<file path="config.mk">
export PLATFORM = sky130hd
export DESIGN_NAME = watch_slot_free_list_allocator_unit
export DESIGN_NICKNAME = d
export VERILOG_FILES = /design/src/rtl/wsfla_pkg.sv /design/src/rtl/wsfla_ram.sv /design/src/rtl/watch_slot_free_list_allocator_unit.sv
export SDC_FILE = /design/constraint.sdc
export NUM_CORES = 2
export LEC_CHECK = 0
export BUFFER_PORTS_ARGS = -buffer_cell sky130_fd_sc_hd__buf_2
export CAP_MARGIN = 20
export CORE_ASPECT_RATIO = 1.2
export CORE_MARGIN = 2
export CORE_UTILIZATION = 40
export CTS_CLUSTER_SIZE = 30
export DETAILED_ROUTE_END_ITERATION = 12
export PLACE_DENSITY = 0.6
export SLEW_MARGIN = 30
export SYNTH_ARGS = -nofsm -noshare
export SYNTH_HDL_FRONTEND = slang
export SYNTH_SLANG_ARGS = --single-unit
</file>
<file path="constraint.sdc">
create_clock -name clk_i -period 3.3 [get_ports clk_i]
set_input_delay 0.165 -clock clk_i [delete_from_list [all_inputs] [get_ports clk_i]]
set_output_delay 0.165 -clock clk_i [all_outputs]
set_load 0.02 [all_outputs]
</file>
<file path="src/rtl/wsfla_pkg.sv">
package wsfla_pkg;

  // Field widths of one command and one result.
  localparam int unsigned FUNC_W   = 2;
  localparam int unsigned VALUE_W  = 32;
  localparam int unsigned NUM_W    = 5;
  localparam int unsigned STATUS_W = 2;

  // A list command emits at most this many results.
  localparam int unsigned MAX_RESULTS = 32;

  // Function codes.
  localparam logic [FUNC_W-1:0] FUNC_ALLOC = 2'd0;
  localparam logic [FUNC_W-1:0] FUNC_FREE  = 2'd1;
  localparam logic [FUNC_W-1:0] FUNC_LIST  = 2'd2;

  // Status codes.
  localparam logic [STATUS_W-1:0] STATUS_OK        = 2'd0;
  localparam logic [STATUS_W-1:0] STATUS_NO_FREE   = 2'd1;
  localparam logic [STATUS_W-1:0] STATUS_NO_USED   = 2'd2;
  localparam logic [STATUS_W-1:0] STATUS_NOT_FOUND = 2'd3;

endpackage

</file>
<file path="src/rtl/wsfla_ram.sv">
module wsfla_ram #(
  parameter int unsigned DEPTH = 32,
  parameter int unsigned WIDTH = 32,
  parameter int unsigned AW    = $clog2(DEPTH)
) (
  input  logic             clk_i,
  input  logic             we_i,
  input  logic [AW-1:0]    waddr_i,
  input  logic [WIDTH-1:0] wdata_i,
  input  logic [AW-1:0]    raddr_i,
  output logic [WIDTH-1:0] rdata_o
);

  logic [WIDTH-1:0] mem [DEPTH];

  // One write port and one read port; read data is registered.
  always_ff @(posedge clk_i) begin
    if (we_i) begin
      mem[waddr_i] <= wdata_i;
    end
    rdata_o <= mem[raddr_i];
  end

endmodule

</file>
<file path="src/rtl/watch_slot_free_list_allocator_unit.sv">
// Slot allocator over a pool of SLOTS numbered slots, kept as a linked free
// list and a linked in-use list in two single-port-write memories (links and
// values). After reset the block runs an initialization sweep, one entry a
// cycle, and holds busy high until it is done. A command is taken when start
// is high and busy is low. Allocate reads the free head and then moves it to
// the in-use list; free walks the in-use links, one link per cycle, and then
// relinks a found slot; list gives one result per cycle. Every result is
// shown for exactly one cycle with result_valid_o and cannot be stalled, so
// the receiver must take it in that cycle. The last result of a command has
// last_o set.
module watch_slot_free_list_allocator_unit
  import wsfla_pkg::*;
#(
  parameter int unsigned SLOTS = 32
) (
  input  logic                clk_i,
  input  logic                rst_ni,
  input  logic                start,
  output logic                busy,
  input  logic [FUNC_W-1:0]   func_i,
  input  logic [VALUE_W-1:0]  value_i,
  input  logic [NUM_W-1:0]    number_i,
  output logic                result_valid_o,
  output logic [STATUS_W-1:0] status_o,
  output logic [NUM_W-1:0]    slot_o,
  output logic [VALUE_W-1:0]  stored_o,
  output logic                last_o
);

  // Pointer width holds slot numbers plus the null marker SLOTS.
  localparam int unsigned PW    = $clog2(SLOTS + 1);
  localparam int unsigned AW    = $clog2(SLOTS);
  localparam int unsigned LIMIT = (SLOTS < MAX_RESULTS) ? SLOTS : MAX_RESULTS;
  localparam int unsigned KW    = $clog2(LIMIT);
  localparam logic [PW-1:0] NULL_PTR = PW'(SLOTS);

  localparam logic [2:0] ST_INIT      = 3'd0;
  localparam logic [2:0] ST_IDLE      = 3'd1;
  localparam logic [2:0] ST_ALLOC     = 3'd2;
  localparam logic [2:0] ST_FREE_WALK = 3'd3;
  localparam logic [2:0] ST_FREE_FIX  = 3'd4;
  localparam logic [2:0] ST_LIST      = 3'd5;

  logic [2:0]         state_q, state_d;
  logic [PW-1:0]      init_q, init_d;
  logic [PW-1:0]      free_head_q, free_head_d;
  logic [PW-1:0]      used_head_q, used_head_d;
  logic [PW-1:0]      cur_q, cur_d;
  logic [PW-1:0]      prev_q, prev_d;
  logic [AW-1:0]      steps_q, steps_d;
  logic [KW-1:0]      k_q, k_d;
  logic [VALUE_W-1:0] value_q, value_d;
  logic [NUM_W-1:0]   num_q, num_d;

  logic                result_valid_q;
  logic [STATUS_W-1:0] status_q;
  logic [NUM_W-1:0]    slot_q;
  logic [VALUE_W-1:0]  stored_q;
  logic                last_q;

  // Memory ports.
  logic [AW-1:0]      raddr;
  logic               link_we;
  logic [AW-1:0]      link_waddr;
  logic [PW-1:0]      link_wdata;
  logic [PW-1:0]      link_rdata;
  logic               val_we;
  logic [AW-1:0]      val_waddr;
  logic [VALUE_W-1:0] val_wdata;
  logic [VALUE_W-1:0] val_rdata;

  // Result being produced this cycle.
  logic                emit;
  logic [STATUS_W-1:0] emit_status;
  logic [PW-1:0]       emit_slot;
  logic [VALUE_W-1:0]  emit_stored;
  logic                emit_last;

  logic [PW-1:0]       nx;
  logic                nx_null;
  logic                free_null;
  logic                used_null;
  logic                prev_null;
  logic                cur_match;
  logic                list_fin;
  logic [PW+NUM_W-1:0] slot_ext;

  wsfla_ram #(
    .DEPTH (SLOTS),
    .WIDTH (PW)
  ) u_link_ram (
    .clk_i   (clk_i),
    .we_i    (link_we),
    .waddr_i (link_waddr),
    .wdata_i (link_wdata),
    .raddr_i (raddr),
    .rdata_o (link_rdata)
  );

  wsfla_ram #(
    .DEPTH (SLOTS),
    .WIDTH (VALUE_W)
  ) u_value_ram (
    .clk_i   (clk_i),
    .we_i    (val_we),
    .waddr_i (val_waddr),
    .wdata_i (val_wdata),
    .raddr_i (raddr),
    .rdata_o (val_rdata)
  );

  // A link read back from memory that lies out of range counts as null.
  assign nx_null   = (link_rdata >= NULL_PTR);
  assign nx        = nx_null ? NULL_PTR : link_rdata;
  assign free_null = (free_head_q >= NULL_PTR);
  assign used_null = (used_head_q >= NULL_PTR);
  assign prev_null = (prev_q >= NULL_PTR);
  assign cur_match = ({{NUM_W{1'b0}}, cur_q} == {{PW{1'b0}}, num_q});
  assign list_fin  = nx_null || (k_q == KW'(LIMIT - 1));

  // Command sequencer.
  always_comb begin
    state_d     = state_q;
    init_d      = init_q;
    free_head_d = free_head_q;
    used_head_d = used_head_q;
    cur_d       = cur_q;
    prev_d      = prev_q;
    steps_d     = steps_q;
    k_d         = k_q;
    value_d     = value_q;
    num_d       = num_q;

    raddr       = cur_q[AW-1:0];
    link_we     = 1'b0;
    link_waddr  = cur_q[AW-1:0];
    link_wdata  = free_head_q;
    val_we      = 1'b0;
    val_waddr   = cur_q[AW-1:0];
    val_wdata   = '0;

    emit        = 1'b0;
    emit_status = STATUS_OK;
    emit_slot   = '0;
    emit_stored = '0;
    emit_last   = 1'b1;

    unique case (state_q)
      ST_INIT: begin
        link_we    = 1'b1;
        link_waddr = init_q[AW-1:0];
        link_wdata = init_q + PW'(1);
        val_we     = 1'b1;
        val_waddr  = init_q[AW-1:0];
        if (init_q == PW'(SLOTS - 1)) begin
          state_d = ST_IDLE;
        end else begin
          init_d = init_q + PW'(1);
        end
      end

      ST_IDLE: begin
        if (start) begin
          unique case (func_i)
            FUNC_ALLOC: begin
              if (free_null) begin
                emit        = 1'b1;
                emit_status = STATUS_NO_FREE;
              end else begin
                raddr   = free_head_q[AW-1:0];
                cur_d   = free_head_q;
                value_d = value_i;
                state_d = ST_ALLOC;
              end
            end
            FUNC_FREE: begin
              if (used_null) begin
                emit        = 1'b1;
                emit_status = STATUS_NO_USED;
              end else begin
                raddr   = used_head_q[AW-1:0];
                cur_d   = used_head_q;
                prev_d  = NULL_PTR;
                steps_d = '0;
                num_d   = number_i;
                state_d = ST_FREE_WALK;
              end
            end
            FUNC_LIST: begin
              if (used_null) begin
                emit        = 1'b1;
                emit_status = STATUS_NO_USED;
              end else begin
                raddr   = used_head_q[AW-1:0];
                cur_d   = used_head_q;
                k_d     = '0;
                state_d = ST_LIST;
              end
            end
            default: begin
              // Unused function code: the command is dropped.
            end
          endcase
        end
      end

      ST_ALLOC: begin
        // Pop the free head and push it onto the in-use list.
        free_head_d = nx;
        link_we     = 1'b1;
        link_wdata  = used_head_q;
        val_we      = 1'b1;
        val_wdata   = value_q;
        used_head_d = cur_q;
        emit        = 1'b1;
        emit_slot   = cur_q;
        emit_stored = value_q;
        state_d     = ST_IDLE;
      end

      ST_FREE_WALK: begin
        if (cur_match) begin
          // Unlink the slot from its predecessor or from the head.
          if (prev_null) begin
            used_head_d = nx;
          end else begin
            link_we    = 1'b1;
            link_waddr = prev_q[AW-1:0];
            link_wdata = nx;
          end
          state_d = ST_FREE_FIX;
        end else if (nx_null || (steps_q == AW'(SLOTS - 1))) begin
          emit        = 1'b1;
          emit_status = STATUS_NOT_FOUND;
          state_d     = ST_IDLE;
        end else begin
          prev_d  = cur_q;
          cur_d   = nx;
          steps_d = steps_q + AW'(1);
          raddr   = nx[AW-1:0];
        end
      end

      ST_FREE_FIX: begin
        // Push the freed slot onto the free list and clear its value.
        link_we     = 1'b1;
        link_wdata  = free_head_q;
        val_we      = 1'b1;
        free_head_d = cur_q;
        emit        = 1'b1;
        emit_slot   = cur_q;
        state_d     = ST_IDLE;
      end

      ST_LIST: begin
        emit        = 1'b1;
        emit_slot   = cur_q;
        emit_stored = val_rdata;
        emit_last   = list_fin;
        if (list_fin) begin
          state_d = ST_IDLE;
        end else begin
          cur_d = nx;
          k_d   = k_q + KW'(1);
          raddr = nx[AW-1:0];
        end
      end

      default: begin
        state_d = ST_IDLE;
      end
    endcase
  end

  assign slot_ext = {{NUM_W{1'b0}}, emit_slot};

  // Control state.
  always_ff @(posedge clk_i or negedge rst_ni) begin
    if (!rst_ni) begin
      state_q        <= ST_INIT;
      init_q         <= '0;
      free_head_q    <= '0;
      used_head_q    <= NULL_PTR;
      result_valid_q <= 1'b0;
    end else begin
      state_q        <= state_d;
      init_q         <= init_d;
      free_head_q    <= free_head_d;
      used_head_q    <= used_head_d;
      result_valid_q <= emit;
    end
  end

  // Walk registers and the result register.
  always_ff @(posedge clk_i) begin
    cur_q    <= cur_d;
    prev_q   <= prev_d;
    steps_q  <= steps_d;
    k_q      <= k_d;
    value_q  <= value_d;
    num_q    <= num_d;
    status_q <= emit_status;
    slot_q   <= slot_ext[NUM_W-1:0];
    stored_q <= emit_stored;
    last_q   <= emit_last;
  end

  assign busy           = (state_q != ST_IDLE);
  assign result_valid_o = result_valid_q;
  assign status_o       = status_q;
  assign slot_o         = slot_q;
  assign stored_o       = stored_q;
  assign last_o         = last_q;

endmodule
</file>
[After elaboration in Yosys (flattened, before gate mapping)]
Memories as Yosys holds them, arrays and structs flattened. A register that Yosys moved wholly into a read port is not among the register bits.
Cells that the tools add are included.
W data, S select, Z words.
Word-level totals
  bits in writable memories: 1216
  output and inout port bits: 42
  input bits: 42
  memories kept: 2
  flip-flop bits (word level): 121
  logic and storage cells: 155
Operators by class
  $lt $le $gt $ge: 4
  mux-type cells: 78
  $add $sub $neg: 3
  reductions and logical operators: 20
  bitwise gates (word level): 3
  equality and inequality tests: 30
Memories
  u_value_ram.mem: depth 32, width 32, rd ports 1, clocked after Yosys merged registers in 1, write ports 1, line wsfla_ram.sv:14  | logic [WIDTH-1:0] mem [DEPTH];
  u_link_ram.mem: depth 32, width 6, rd ports 1, clocked after Yosys merged registers in 1, write ports 1, line wsfla_ram.sv:14
Operators by type and width (count)
  $mux W6: 16
  $mux W5: 17
  $pmux W32 S2: 1
  $pmux W6 S2: 4
  $pmux W5 S2: 4
  $pmux W6 S3: 2
  $mux W32: 1
  $ge A6 B6 Y1 const B: 4
  $mux W3: 8
  $ne A2 B2 Y1 const B: 10
  $reduce_and A8 Y1: 2
  $ne A3 B3 Y1 const B: 5
  $pmux W5 S3: 1
  $mux W1: 13
  $pmux W3 S4: 1
  $add A5 B1 Y5 const B: 2
  $eq A5 B5 Y1 const B: 2
  $pmux W3 S3: 1
  $mux W2: 4
  $pmux W2 S2: 2
  $reduce_and A4 Y1: 2
  $reduce_bool A2 Y1: 4
  $add A6 B1 Y6 const B: 1
  $eq A3 B2 Y1 const B: 2
  23 further kinds: 29

[Depth between registers and ports, before layout]
  depth after elaboration: 6
  gate-level depth with buffers: 16

[By module]
From an unflattened synthesis, not the netlist that was laid out.
Second synthesis, totals
  cells, all modules: 3060
  area, all modules: 53497.6 um^2
Modules (own cells, without submodules)
  wsfla_ram (u_value_ram): instances 1, cells each 2260, area an instance 40492.6 um^2, sequential area each 31390.1 um^2
  wsfla_ram (u_link_ram): instances 1, cells each 323, area an instance 7589.8 um^2, sequential area each 5885.6 um^2
  watch_slot_free_list_allocator_unit: instances 1, cells each 477, area an instance 5415.2 um^2, sequential area each 3124.2 um^2

[Worst setup path before layout]
No wires, ideal clock.
  path kind: register -> register
  start: register state_q[1]
  end: memory u_value_ram.mem[8][0], enable pin
  cell stages (with the launch flop): 9
  required time: 2879 ps
  library setup time: 421 ps
  setup slack: -193 ps
  period minus slack after synthesis: 3493 ps
  arrival: 3072 ps
  path through: dfrtp_1 > buf_4 > clkbuf_1 > nor3_1 > clkbuf_1 > nand3b_1 > o21ai_0 > nand2_1 > nor2_1
On the way
  cells in the longest elaborated chain, start to end: 5
  elaborated cells on any way between the ends: 8
  those cells by class: eq/ne (2); mux (4); reduce/logical (2)
RTL lines
  start, declared: line watch_slot_free_list_allocator_unit.sv:44  | logic [2:0] state_q, state_d;
  start signal, assigned: line watch_slot_free_list_allocator_unit.sv:286  | state_q <= state_d;
  $eq A3 B2 Y1 (tied with other cells): line watch_slot_free_list_allocator_unit.sv:148  | unique case (state_q)
  $reduce_or A3 Y1 (no line)
  $mux W1: line watch_slot_free_list_allocator_unit.sv:148
  $mux W1: line wsfla_ram.sv:18  | if (we_i) begin
  $mux W1 (not written as such): line wsfla_ram.sv:19  | mem[waddr_i] <= wdata_i;
  end, declared: line wsfla_ram.sv:14
Parallel ways exist; a longest one is shown, timed or not.

[Worst setup path after layout]
  start: register k_q[1]
  end: register u_value_ram.rdata_o[20] (read register of u_value_ram.mem)
On the way
  cells in the longest elaborated chain, start to end: 4
RTL lines
  start, declared: line watch_slot_free_list_allocator_unit.sv:51  | logic [KW-1:0] k_q, k_d;
  start signal, assigned: line watch_slot_free_list_allocator_unit.sv:299  | k_q <= k_d;
  $eq A5 B5 Y1: line watch_slot_free_list_allocator_unit.sv:119  | assign list_fin = nx_null || (k_q == KW'(LIMIT - 1));
  $logic_or A1 B1 Y1: line watch_slot_free_list_allocator_unit.sv:119
  $mux W5: line watch_slot_free_list_allocator_unit.sv:260  | if (list_fin) begin
  $pmux W5 S3: line watch_slot_free_list_allocator_unit.sv:148
  end, declared: line wsfla_ram.sv:11  | output logic [WIDTH-1:0] rdata_o
No other way between the ends.
A chain may end at the register's enable or synchronous reset.

==> metrics.md <==
| Metric | Value |
|---|---|
| Status | `finished with violations` |
| Violated checks | `negative setup slack` |
| Clock buffer depth | `3` |
| I/O pins | `84` |
| Final std cells w/o fill | `6314` |
| Share of cells above drive strength 1 | `21.9%` |
| Vert. Die Dim | `405 um` |
| Core area | `133000 um^2` |
| Layout area overhead | `25.0%` |
| Hold Path Class | `input port to flip-flop` |
| Site row count | `147` |
| Antenna-violating nets left | `0` |
| Clock Latency Late Sink | `780 ps` |
| Top cells by area, synth | `edfxtp_1 (72%), nand2_1 (6.3%), nand3_1 (3.7%), dfxtp_1 (2.9%), mux2i_1 (2.3%)` |
| Post-Syn Area | `53500 um^2` |
| Die span in x | `338 um` |
| Vias in the first global route | `34700` |
| Largest area contributor in the netlist | `edfxtp_1` |
| Fmax | `284 MHz` |
| Final Critical Period | `3520 ps` |
| H-Tree Depth | `4` |
| First-pass GRT wire length | `235000 um` |
| Initial antenna violation count | `4` |
| RSZ-0062 raised after global routing | `yes` |
| Final net count | `4464` |
| Static leakage | `23.8 nW` |
| Setup violations, final | `38` |
| Ys flop type | `edfxtp_1` |
| DRT iter0 DRCs | `4479` |
| Routed WL | `163000 um` |
| Post-synth cell types | `69` |
| Worst Tran Pin Value | `913 ps` |
| ANT cells | `0` |
| CTS tree | `yes` |
| Worst setup slack after layout | `-223 ps` |
| Avg WL per Cell | `25.8 um` |
| PD cells | `1160 nW/um^2` |
| Dpl hpwl | `96100 um` |
| Top cell type's share of synthesized area | `71.5%` |
| Mapped Cells | `3881` |
| VDD IR max | `1.14 mV` |
| Pre-CTS WS | `-517 ps` |
| Average size of a mapped cell | `13.8 um^2` |
| Worst setup path category | `flip-flop to flip-flop` |
| Crit end category | `flip-flop` |
| Initial Util | `40.1%` |
| Clock-pin slew on the worst setup and hold paths | `60 ps` |
| GRT overflow | `0` |
| Clk_skew | `33.1 ps` |
| Async set-reset flop share out of synthesis | `1.60%` |
| Yosys warning total | `0` |
| Largest net degree at the start of global routing | `46` |
| Mapped Nets | `3933` |
| GRT Overall Usage | `23.7%` |
| Max cap viols | `0` |
| Seq/Total Area, Yosys | `75.5%` |
| Crit path DAT | `4210 ps` |
| # DRC | `0` |
| Routed vias | `35400` |
| WP data required | `3990 ps` |
| #FFs+latches synth | `1375` |
| Slew margin rel. | `39.2%` |
| Count of flip-flops with a built-in enable after synthesis | `1275` |
| Cell total after placement | `5925` |
| Number of port buffers | `83` |
| GP Congestion | `0.861` |
| Total die area | `137000 um^2` |
| Drt first pass iters | `6` |
| Vias per cell | `5.61` |
| Final Hold Fails | `0` |
| Pins Over Slew Limit | `0` |
| Final Cycle Share | `107%` |
| Startpoint Class | `flip-flop` |
| Largest fanout on the critical path | `7` |
| TritonCTS Sinks | `1375` |
| Cts bufs inserted | `139` |
| Root Buffer | `clkbuf_16` |
kinds of logic (layout without fill, tap and decap cells):
logic type	Yosys count	after routing	synth area share (%)
multiplexers	127	127	2.38
XOR/XNOR	15	15	0.245
AO/OA/AOI/OAI	517	517	6.64
adder cells (fa/ha/maj)	10	10	0.234
flip-flops	1375	1375	75.5
AND/OR/NAND/NOR	1586	1586	13.1
buffers and inverters	251	896	1.97
cells in the mapped netlist, types with 4 or more instances:
cell and n:
buf_2 37, nor2b_1 9, xnor2_1 10, o21a_1 4, dfrtp_1 21, o211ai_1 39, or3_1 8, and2_1 42
nor2_1 111, buf_4 6, a32o_1 39, edfxtp_1 1275, buf_6 6, nand2b_1 11, nand4_1 39, ha_1 10
or4_1 38, dfxtp_1 78, xor2_1 5, nor3_1 9, clkbuf_1 171, a21oi_1 137, a31oi_1 79, inv_1 10
a221o_1 11, nor3b_1 4, o21ai_0 53, a21o_1 37, nand3_1 396, mux2i_1 125, and3_1 9, a221oi_1 46
a222oi_1 4, nand2_1 894, a22oi_1 42, buf_1 21
cells in the final DEF, fill, tap and decap left out, types with 40 or more instances in the layout:
| cell | instances |
|---|---|
| edfxtp_1 | 1275 |
| nand2_1 | 851 |
| nand3_1 | 357 |
| buf_4 | 328 |
| clkbuf_16 | 147 |
| mux2i_1 | 123 |
| a21oi_1 | 108 |
| buf_12 | 100 |
| buf_2 | 83 |
| a31oi_1 | 78 |
| dfxtp_1 | 78 |
| nor2_1 | 72 |
| o21ai_0 | 49 |
| and2_1 | 42 |
| a221oi_1 | 42 |
| dlygate4sd3_1 | 42 |
| clkbuf_1 | 41 |
| nor2_4 | 40 |
| a22oi_1 | 40 |
where the power goes:
| part | internal (mW) | switching, mW | total, mW |
|---|---|---|---|
| registers | 20.9 | 0.645 | 21.6 |
| logic | 17.2 | 24.0 | 41.2 |
| clock network | 8.35 | 6.66 | 15.0 |
final cells by class:
cell class,count,area (um^2)
well taps,1788,2240
flip-flops and latches,1375,40400
clock buffers,190,3790
multi-input cells,2255,13100
inverters,10,37.5
fillers,11200,66400
clock inverters,65,509
repair buffers,631,6810
critical path: stages (launching register included):
cell and delay, ps:
edfxtp_1 400, ha_2 220, and3_4 190, ha_4 150, or2_4 250, a211oi_2 200, o21ai_2 110, o41ai_2 300
buf_6 220, buf_12 120, buf_16 150, buf_12 130, buf_16 140, nand2_4 60, nand3_2 80, a21oi_2 60
or4_1 500, a31oi_1 150
worst paths after layout:
check / start / endpoint / slack (ps) / cells after the start
hold reg to reg: u_value_ram.rdata_o[24] / stored_o[24] / 440 / 1
min in group asynchronous: rst_ni / state_q[1] / 480 / 4
setup reg to reg: k_q[1] / u_value_ram.rdata_o[20] / -220 / 17
setup / recovery: k_q[1] / u_value_ram.rdata_o[20] / -220 / 17
max in group asynchronous: rst_ni / free_head_q[1] / 2640 / 4
hold / removal: func_i[0] / state_q[2] / 70 / 6
state kept, by name, indices dropped and copies added (netlist names):
| signal | flops |
|---|---|
| num_q | 5 |
| u_link_ram.mem | 192 |
| u_value_ram.mem | 1024 |
| k_q | 5 |
| free_head_q | 6 |
| cur_q | 6 |
| state_q | 3 |
| slot_o | 5 |
| last_o | 1 |
| u_link_ram.rdata_o | 6 |
| u_value_ram.rdata_o | 32 |
| prev_q | 6 |
| result_valid_o | 1 |
| stored_o | 32 |
| steps_q | 5 |
| init_q | 6 |
| status_o | 2 |
| value_q | 32 |
| used_head_q | 6 |
through the flow:
step | power, mW | setup TNS [ps] | instance area [um^2] | util (%) | hold slack (ps)
after detailed placement | 56.0 | -14710 | 59800 | 44.8 | 203
after floorplan | 39.9 | -144620 | 53500 | - | -131
final | 77.8 | -6530 | 66900 | 50.2 | 73.8
after global placement | 55.7 | -13980 | 59700 | 44.8 | 198
after CTS | 76.5 | -6140 | 66400 | 49.8 | 18.6
after global routing | 81.2 | -11720 | 66900 | 50.2 | 98.8
layer usage:
layer  share of wire (%)  vias to the layer above  track usage, %  wire, um
met2                  49                     1632            39.6     80600
met5               0.020                        -               0        32
met1                  39                    17900            31.0     63800
li1                    -                    15600               -         -
met4                 3.1                        6            8.19      4970
met3                 8.3                      294            4.20     13500
timing repair:
action | 4_1_cts | 5_1_grt
setup buffers | 50 | 16
gates cloned | 23 | 6
hold buffers | 43 | 0
gates resized for setup | 177 | 85
endpoints found under the hold margin | 67 | 0
pin swaps | 83 | 39
setup endpoints to repair | 62 | 186
No activity file was read; power rests on OpenSTA's default activity.
